### config.mk
export PLATFORM = sky130hd
export DESIGN_NAME = insertion_sorter
export DESIGN_NICKNAME = d
export VERILOG_FILES = /design/src/hdl/isort_pkg.sv /design/src/hdl/isort_datapath.sv /design/src/hdl/isort_ctrl.sv /design/src/hdl/insertion_sorter.sv
export SDC_FILE = /design/constraint.sdc
export NUM_CORES = 2
export LEC_CHECK = 0
export BUFFER_PORTS_ARGS = -buffer_cell sky130_fd_sc_hd__buf_2
export CAP_MARGIN = 20
export CELL_PAD_IN_SITES_DETAIL_PLACEMENT = 0
export CELL_PAD_IN_SITES_GLOBAL_PLACEMENT = 1
export CORE_AREA = 10 10 379 381
export DETAILED_ROUTE_END_ITERATION = 8
export DIE_AREA = 0 0 389 391
export MAX_ROUTING_LAYER = met4
export PLACE_DENSITY = 0.86
export SLEW_MARGIN = 20
export SYNTH_ARGS = -nofsm -noshare
export SYNTH_HDL_FRONTEND = slang
export SYNTH_SLANG_ARGS = --single-unit
export TNS_END_PERCENT = 1
### constraint.sdc
create_clock -name clk -period 11.1 [get_ports clk]
set_input_delay 2.22 -clock clk [delete_from_list [all_inputs] [get_ports clk]]
set_output_delay 2.22 -clock clk [all_outputs]
set_load 0.01 [all_outputs]
### src/hdl/isort_pkg.sv
`default_nettype none
// -----------------------------------------------------------------------------
// isort_pkg
// shared constants, controller states and the control/status bundles of the
// insertion sorter
// -----------------------------------------------------------------------------
package isort_pkg;

	// fixed width of the value and sorted_value ports
	localparam int VALUE_W = 32;

	// defaults for the top level parameters
	localparam int MAX_ITEMS_DEF  = 32;
	localparam int DATA_WIDTH_DEF = 32;

	typedef enum logic [0:0] {
		ST_LOAD,
		ST_EMIT
	} isort_state_t;

	// commands from the controller to the datapath
	typedef struct packed {
		logic insert;
		logic drain;
	} isort_cmd_t;

	// status from the datapath to the controller
	typedef struct packed {
		logic one_left;
	} isort_stat_t;

endpackage
`default_nettype wire

### src/hdl/isort_datapath.sv
`default_nettype none
// -----------------------------------------------------------------------------
// isort_datapath
// compare-and-shift cell chain that holds the ascending set, plus the
// registered result port
// -----------------------------------------------------------------------------
module isort_datapath import isort_pkg::*; #(
	parameter int MAX_ITEMS  = MAX_ITEMS_DEF,
	parameter int DATA_WIDTH = DATA_WIDTH_DEF
) (
	input  wire                      clk,
	input  wire                      arst_n,
	input  isort_cmd_t               cmd,
	input  wire  [VALUE_W-1:0]       value,
	output isort_stat_t              stat,
	output logic                     strobe,
	output logic [VALUE_W-1:0]       sorted_value,
	output logic                     final_res,
	output logic                     overflow
);

	localparam int COUNT_W = $clog2(MAX_ITEMS + 1);

	logic [DATA_WIDTH-1:0] entry_q [MAX_ITEMS];
	logic [DATA_WIDTH-1:0] entry_nxt [MAX_ITEMS];
	logic [MAX_ITEMS-1:0]  gt;
	logic [COUNT_W-1:0]    count_q;
	logic                  dropped_q;
	logic                  room;
	logic [DATA_WIDTH+VALUE_W-1:0] in_wide;
	logic [DATA_WIDTH+VALUE_W-1:0] out_wide;
	logic [DATA_WIDTH-1:0] ins;

	// value is zero-extended or truncated to the store width
	assign in_wide  = {{DATA_WIDTH{1'b0}}, value};
	assign ins      = in_wide[DATA_WIDTH-1:0];
	assign out_wide = {{VALUE_W{1'b0}}, entry_q[0]};

	assign room          = (count_q < COUNT_W'(MAX_ITEMS));
	assign stat.one_left = (count_q == COUNT_W'(1));

	genvar i;
	generate
		for (i = 0; i < MAX_ITEMS; i++) begin : g_cell
			// empty cells act as plus infinity
			assign gt[i] = (COUNT_W'(i) >= count_q) ||
				($signed(entry_q[i]) > $signed(ins));

			if (i == 0) begin : g_first
				assign entry_nxt[i] = gt[i] ? ins : entry_q[i];
			end else begin : g_rest
				assign entry_nxt[i] = !gt[i] ? entry_q[i] :
					(gt[i-1] ? entry_q[i-1] : ins);
			end

			always_ff @(posedge clk) begin
				if (cmd.insert && room) begin
					entry_q[i] <= entry_nxt[i];
				end else if (cmd.drain) begin
					if (i < MAX_ITEMS - 1) begin
						entry_q[i] <= entry_q[(i < MAX_ITEMS - 1) ? i + 1 : i];
					end
				end
			end
		end
	endgenerate

	always_ff @(posedge clk or negedge arst_n) begin
		if (!arst_n) begin
			count_q   <= '0;
			dropped_q <= 1'b0;
			strobe    <= 1'b0;
		end else begin
			strobe <= cmd.drain;
			if (cmd.insert) begin
				if (room) begin
					count_q <= count_q + COUNT_W'(1);
				end else begin
					dropped_q <= 1'b1;
				end
			end else if (cmd.drain) begin
				count_q <= count_q - COUNT_W'(1);
				if (stat.one_left) begin
					dropped_q <= 1'b0;
				end
			end
		end
	end

	always_ff @(posedge clk) begin
		if (cmd.drain) begin
			sorted_value <= out_wide[VALUE_W-1:0];
			final_res    <= stat.one_left;
			overflow     <= dropped_q;
		end
	end

endmodule
`default_nettype wire

### src/hdl/isort_ctrl.sv
`default_nettype none
// -----------------------------------------------------------------------------
// isort_ctrl
// load/emit sequencer of the insertion sorter
// -----------------------------------------------------------------------------
module isort_ctrl import isort_pkg::*; (
	input  wire         clk,
	input  wire         arst_n,
	input  wire         start,
	input  wire         last,
	input  isort_stat_t stat,
	output isort_cmd_t  cmd,
	output logic        busy
);

	isort_state_t state_q;
	isort_state_t state_nxt;

	always_ff @(posedge clk or negedge arst_n) begin
		if (!arst_n) begin
			state_q <= ST_LOAD;
		end else begin
			state_q <= state_nxt;
		end
	end

	always_comb begin
		state_nxt  = state_q;
		cmd.insert = 1'b0;
		cmd.drain  = 1'b0;
		busy       = 1'b0;
		unique case (state_q)
			ST_LOAD: begin
				cmd.insert = start;
				if (start && last) begin
					state_nxt = ST_EMIT;
				end
			end
			ST_EMIT: begin
				busy      = 1'b1;
				cmd.drain = 1'b1;
				if (stat.one_left) begin
					state_nxt = ST_LOAD;
				end
			end
			default: begin
				state_nxt = ST_LOAD;
			end
		endcase
	end

endmodule
`default_nettype wire

### src/hdl/insertion_sorter.sv
`default_nettype none
// -----------------------------------------------------------------------------
// insertion_sorter
// streaming insertion sorter: collects a set of signed values and returns
// them in ascending order
// -----------------------------------------------------------------------------
// usage
//   input beat: value and last are taken at a rising edge with start high
//   and busy low. each value is inserted at the accepting edge into a chain of
//   compare-and-shift cells, so beats may follow each other every cycle
//   while busy is low. equal values keep their arrival order.
//   the beat with last high closes the set: busy rises in the next cycle
//   and stays high until every stored value has been read out.
//   result beats: the first result is loaded into the result register
//   while busy is high, then one result per cycle, each held for exactly
//   one cycle with strobe high. final_res marks the last one, overflow is
//   set on every result of a set in which beats beyond MAX_ITEMS were
//   dropped. the receiver cannot stall, results are never held back.
//   the readout rate is set by the cell chain shifting down one place per
//   cycle; a new set may start in the cycle that carries the final result.
//   reset: asynchronous, clears the fill count, the drop flag, the strobe
//   and the sequencer; no clearing pass, the cells are written before read
// -----------------------------------------------------------------------------
module insertion_sorter import isort_pkg::*; #(
	parameter int MAX_ITEMS  = MAX_ITEMS_DEF,
	parameter int DATA_WIDTH = DATA_WIDTH_DEF
) (
	input  wire                clk,
	input  wire                arst_n,
	input  wire                start,
	output logic               busy,
	input  wire  [VALUE_W-1:0] value,
	input  wire                last,
	output logic               strobe,
	output logic [VALUE_W-1:0] sorted_value,
	output logic               final_res,
	output logic               overflow
);

	// controller to datapath commands and status back
	isort_cmd_t  cmd;
	isort_stat_t stat;

	isort_ctrl u_ctrl (
		.clk    (clk),
		.arst_n (arst_n),
		.start  (start),
		.last   (last),
		.stat   (stat),
		.cmd    (cmd),
		.busy   (busy)
	);

	// cell chain and result register
	isort_datapath #(
		.MAX_ITEMS  (MAX_ITEMS),
		.DATA_WIDTH (DATA_WIDTH)
	) u_dp (
		.clk          (clk),
		.arst_n       (arst_n),
		.cmd          (cmd),
		.value        (value),
		.stat         (stat),
		.strobe       (strobe),
		.sorted_value (sorted_value),
		.final_res    (final_res),
		.overflow     (overflow)
	);

	// results only come out of a readout phase
	a_strobe_after_busy: assert property (@(posedge clk) disable iff (!arst_n)
		strobe |-> $past(busy))
		else $error("result beat without readout phase");

	// the final result ends the readout phase
	a_final_idle: assert property (@(posedge clk) disable iff (!arst_n)
		strobe && final_res |-> !busy)
		else $error("readout still busy at final result");

	// a result that is not the final one is followed by more
	a_more_follow: assert property (@(posedge clk) disable iff (!arst_n)
		strobe && !final_res |-> busy)
		else $error("readout ended before final result");

	// closing beat starts the readout
	a_last_starts: assert property (@(posedge clk) disable iff (!arst_n)
		start && !busy && last |=> busy)
		else $error("last beat did not start readout");

endmodule
`default_nettype wire

* Yosys cells after proc, flatten, opt, wreduce, memory -nomap -nowiden
Memory sizes are Yosys's and may differ from the RTL's.
Index checks and enable logic that the tools add are counted.
** Storage, ports and cells
- Bits in registers :: 43
- RAM bits :: 1024
- Input port bits :: 36
- Memories kept :: 1
** Operators by class
- Add/subtract/negate cells :: 2
- $lt $le $gt $ge :: 65
- Eq/ne operators :: 3
- Mux-type cells :: 111
- Bitwise operators :: 32
- Reductions and logical operators :: 38
** Memories
- u_dp.entry_q :: words 32, width 32, read ports 32, clocked after memory_dff 0, wr ports 32, line isort_datapath.sv:24 : logic [DATA_WIDTH-1:0] entry_q [MAX_ITEMS];
** Operators with widths (number)
- 32-bit 2-to-1 mux :: 94
- 32-bit greater-than comparator :: 32
- 5-bit by 6-bit greater-or-equal comparator with 1-bit output, first input constant :: 16
- 4-bit by 6-bit greater-or-equal comparator with 1-bit output, first input constant :: 8
- 1-bit logical OR :: 32
- 1-bit OR :: 31
- 3-bit by 6-bit greater-or-equal comparator with 1-bit output, first input constant :: 4
- 6-bit 2-to-1 mux :: 3
- 1-bit 2-to-1 mux :: 13
- 1-bit by 6-bit greater-or-equal comparator with 1-bit output, first input constant :: 2
- 2-bit by 6-bit greater-or-equal comparator with 1-bit output, first input constant :: 2
- 6-bit by 1-bit adder with 6-bit output, second input constant :: 1
- 6-bit by 1-bit == test with 1-bit output, second input constant :: 1
- 6-bit less-than comparator, second input constant :: 1
- 6-bit by 1-bit subtractor with 6-bit output, second input constant :: 1
- 2-bit != test, second input constant :: 2
- 2-bit nonzero test :: 2
- 3-bit AND reduction :: 1
- 1-bit logical AND :: 2
- 1-bit one-hot mux with 2 select lines :: 1
- 2-bit AND reduction :: 1
- 1-bit NOT :: 1

* Logic depth before layout (Yosys ltp)
An unclocked memory read counts as a cell.
- Word-level depth :: 6
- Gate-level depth with buffers :: 12

* Hierarchy
A second synthesis with hierarchy kept.
** Second synthesis, totals
- Cells, all modules :: 6985
- Area, all modules :: 74271.2 um2
** By module, submodules not included
- isort_datapath :: times used 1, cells an instance 6980, area each 74212.4 um2, sequential area each 31970.7 um2
- isort_ctrl :: times used 1, cells an instance 5, area each 58.8 um2, sequential area each 25.0 um2

* Worst setup path before layout
No wires, ideal clock.
- Path type :: input port to flip-flop
- Start :: in value[14]
- End :: mem u_dp.entry_q[1][100] (netlist bit) (enable)
- Library setup time :: 0.428 ns
- Data arrival time :: 5.993 ns
- Required time :: 10.672 ns
- Slack :: 4.679 ns
- Stages :: 12
- Path buffers :: 2
- Path through :: inv_1 -> ha_1 -> and4_1 -> nand2_1 -> a211o_1 -> o211ai_1 -> a31o_2 -> o211ai_2 -> and2_1 -> buf_2 -> buf_2 -> o21bai_1
** RTL lines
- start: declaration :: line insertion_sorter.sv:32 : input wire [VALUE_W-1:0] value,
- end: declaration :: line isort_datapath.sv:24

==> flow_metrics.env <==
export IMPL_post_cts_resized=0
export IMPL_p_sw_share_pct=45.4
export IMPL_power_switching_w=0.0133
export IMPL_grt_most_used_layer="met1"
export IMPL_die_area_sq_um=152000
export IMPL_synth_warnings=0
export IMPL_syn_area_per_cell_sq_um=10.4
export IMPL_cap_viol_max_count=0
export IMPL_hp_class="flop to flop"
export IMPL_h_tree_depth=4
export IMPL_cts_clk_slew_worst_paths_ns=0.06
export IMPL_p_leak_nw=36.5
export IMPL_fmax_mhz=148
export IMPL_grt_use_met1_pct=49.7
export IMPL_std_cell_rows=136
export IMPL_r2r_end="u_dp.entry_q[2][20]$_DFFE_PP_"
export IMPL_met2_usage_pct=47.2
export IMPL_synth_distinct_cells=65
export IMPL_worst_pin_slew_ns=1.06
export IMPL_slew_violations=0
export IMPL_numClockSinks=1067
export IMPL_hold_viol=0
export IMPL_place_gp_congestion=1.00
export IMPL_cts_buffers=130
export IMPL_worst_path_max_fanout=31
export IMPL_ys_top_cells_by_area="edfxtp_1 42%, ha_1 17%, mux2i_1 12%, o21ai_1 5.7%, nand2_1 5.2%"
export IMPL_p_int_w=0.0160
export IMPL_cp_end_kind="flop"
export IMPL_rsz0062_at_grt="false"
export IMPL_root_buffer="clkbuf_16"
export IMPL_r2r_setup_slack_ns=6.58
export IMPL_hold_buffers=0
export IMPL_path_common_cell="buf_4"
export IMPL_fin_util_pct=59.9
export IMPL_fin_crit_ns=6.76
export IMPL_placed_cell_area_sq_um=77700
export IMPL_setup_viol=0
export IMPL_critPathLaunchType="input pin"
export IMPL_vias=62400
export IMPL_p_per_area_nw_per_um2=358
export IMPL_min_to="u_dp.overflow$_DFFE_PP_"
export IMPL_combPwrFrac_pct=49.6
export IMPL_syn_nets=8263
export IMPL_worstReg2RegStart="u_dp.count_q[2]$_DFFE_PN0P_"
export IMPL_synth_edf_count=1058
export IMPL_grt_use_total_pct=35.7
export IMPL_ys_top_cells_by_count="1058 x edfxtp_1, 1046 x nand2_1, 996 x ha_1"
export IMPL_crit_path_start="value[31]"
export IMPL_ys_flop_type="edfxtp_1"
export IMPL_max_slew_margin_rel_pct=29.0
export IMPL_status="finished clean"
export IMPL_synth_area_sq_um=75500
export IMPL_dpl_cell_count=8827
export IMPL_final_layout_size_suffix_gt1_share_pct=6.89
export IMPL_grt_max_degree=223
export IMPL_critPathArrivalTime_ns=7.20
export IMPL_ff2ff_path_depth=7
export IMPL_path_cells="buf_2 -> buf_4 -> inv_2 -> buf_4 -> ha_1 -> nand4_1 -> nor4_1 -> o311a_1 -> o21ai_0 -> nand3_2 -> buf_4 -> a21o_1 -> buf_4"
export IMPL_crit_required_ns=11.54
export IMPL_portBuffers=71
export IMPL_wl_per_cell_microns=30.1
export IMPL_fin_area_sq_um=81700
export IMPL_ys_seq_area_share_pct=42.4
export IMPL_criticalPathCategory="input pin to flop"
export IMPL_first_pass_iters=8
export IMPL_nNetsFinal=8197
export IMPL_antenna_found_initial=12
export IMPL_pin_count=72
export IMPL_grt_pass1_wl_mm=396
export IMPL_yosysMostFrequentCell="edfxtp_1"
export IMPL_crit_slowest_cell="buf_4"
export IMPL_hold_start="u_dp.dropped_q$_DFFE_PN0P_"
export IMPL_use_met3_pct=10.6
export IMPL_drt_vias_per_instance=6.89
export IMPL_postRouteAntennaNets=0
export IMPL_synth_top_area_share_pct=42.1
export IMPL_synthArstFlopShare_pct=0.843
export IMPL_clock_power_share_pct=14.2
export IMPL_clockBufferDepth=3
export IMPL_critical_path_max_stage_delay_ns=0.63
export IMPL_drt_total_wl_mm=273
export IMPL_final_cells=9063
export IMPL_ir_drop_mv=0.230
export IMPL_clkLatencyLatePin_ns=0.79
export IMPL_area_growth_pct=8.15
export IMPL_syn_inst=7231
export IMPL_die_w_microns=389
export IMPL_ys_ff_latch=1067
export IMPL_seq_power_share_pct=36.2
export IMPL_core_area_sq_um=136000
export IMPL_cts_tree="built"
export IMPL_setup_tns_ns=0
export IMPL_drc=0
export IMPL_dp_hpwl_mm=192
export IMPL_period_share_pct=60.9
export IMPL_first_iter_violations=8473
export IMPL_skew_ns=0.0356
export IMPL_initial_utilization_pct=55.4
export IMPL_yosysTopAreaCell="edfxtp_1"
export IMPL_first_global_vias=59400
export IMPL_post_cts_setup_buffers=0
export IMPL_die_y_microns=391
export IMPL_worstHoldPathCells=0
export IMPL_overflow=0
[metrics by stage]
step / total power (W) / hold slack (ns) / worst slack [ns]
detailed placement: 0.0246 / 0.477 / 3.70
finish: 0.0292 / 0.479 / 4.34
floorplan: 0.0200 / 0.447 / 4.68
global route: 0.0308 / 0.501 / 4.17
CTS: 0.0287 / 0.482 / 4.54
global placement: 0.0240 / 0.470 / 3.75
[registers in the layout (all words and copies together), names as in the netlist]
| register | flops |
|---|---|
| u_ctrl.state_q | 1 |
| u_dp.count_q | 6 |
| u_dp.dropped_q | 1 |
| u_dp.entry_q | 1024 |
| u_dp.final_res | 1 |
| u_dp.overflow | 1 |
| u_dp.sorted_value | 32 |
| u_dp.strobe | 1 |
[worst max-delay path, delay by kind of cell]
family	cells	cell delay, ns
compound gates	3	0.78
fa+ha+maj	1	0.37
buf+inv	6	2.63
simple gates	3	1.12
[area by class of cell]
cell class                 count  area, sq um
antenna                       12         30.0
clock buffer                 161         3500
clock inverter                63          480
fill                       11400        54600
inverter                     132          495
multi-input combinational   5598        41200
sequential                  1067        32000
tap                         1794         2240
timing repair buffer         236         1680
[layout by cell type, fill, tap and decap left out, types with 32 or more instances in the layout]
cell type	Yosys	routed
a21oi_1	470	470
buf_2	11	71
nand4_1	239	239
o211ai_1	39	39
o21ai_1	864	864
nand3_1	139	139
a21boi_0	51	51
ha_1	996	996
o21a_1	38	37
clkbuf_16	0	136
a21o_1	116	113
nand2_1	1046	1046
buf_4	81	158
edfxtp_1	1058	1058
o31ai_1	38	38
nor2b_1	36	35
a32oi_1	32	32
nor2_1	128	127
mux2i_1	929	929
o21ai_0	146	146
inv_1	132	101
[power by group through the flow]
stage | combinational, W | sequential [W] | clock [W]
4_1_cts | 0.0142 | 0.0103 | 0.00417
3_3_place_gp | 0.0136 | 0.0104 | 0
3_5_place_dp | 0.0142 | 0.0104 | 0
6_report | 0.0145 | 0.0106 | 0.00416
2_1_floorplan | 0.0110 | 0.00906 | 0
5_1_grt | 0.0159 | 0.0106 | 0.00432
[layer usage]
layer,wire [microns],part of all wire (%),up-vias
met5,0,0,-
met4,14100,5.2,0
met3,39100,14,753
met2,108000,40,4295
met1,112000,41,29900
li1,-,-,27400
[kinds of logic after synthesis]
kind of cell / Yosys count / synth area share, %
compound gates: 1964 / 15.1
simple gates: 1673 / 9.90
flops: 1067 / 42.4
fa+ha+maj: 996 / 16.5
mux: 961 / 12.8
buf+inv: 566 / 3.32
xor+xnor: 4 / 0.0464
[worst max path at each step]
stage                                endpoint  slack, ns  depth (start not counted)
3_3_place_gp   u_dp.entry_q[1][182]$_DFFE_PP_       3.75                         12
5_1_grt         u_dp.entry_q[0][28]$_DFFE_PP_       4.17                         13
3_5_place_dp    u_dp.entry_q[0][17]$_DFFE_PP_       3.70                         13
4_1_cts         u_dp.entry_q[0][28]$_DFFE_PP_       4.54                         13
6_report        u_dp.entry_q[0][18]$_DFFE_PP_       4.34                         13
2_1_floorplan  u_dp.entry_q[1][100]$_DFFE_PP_       4.68                         12
No activity file was read; power rests on OpenSTA's default activity.
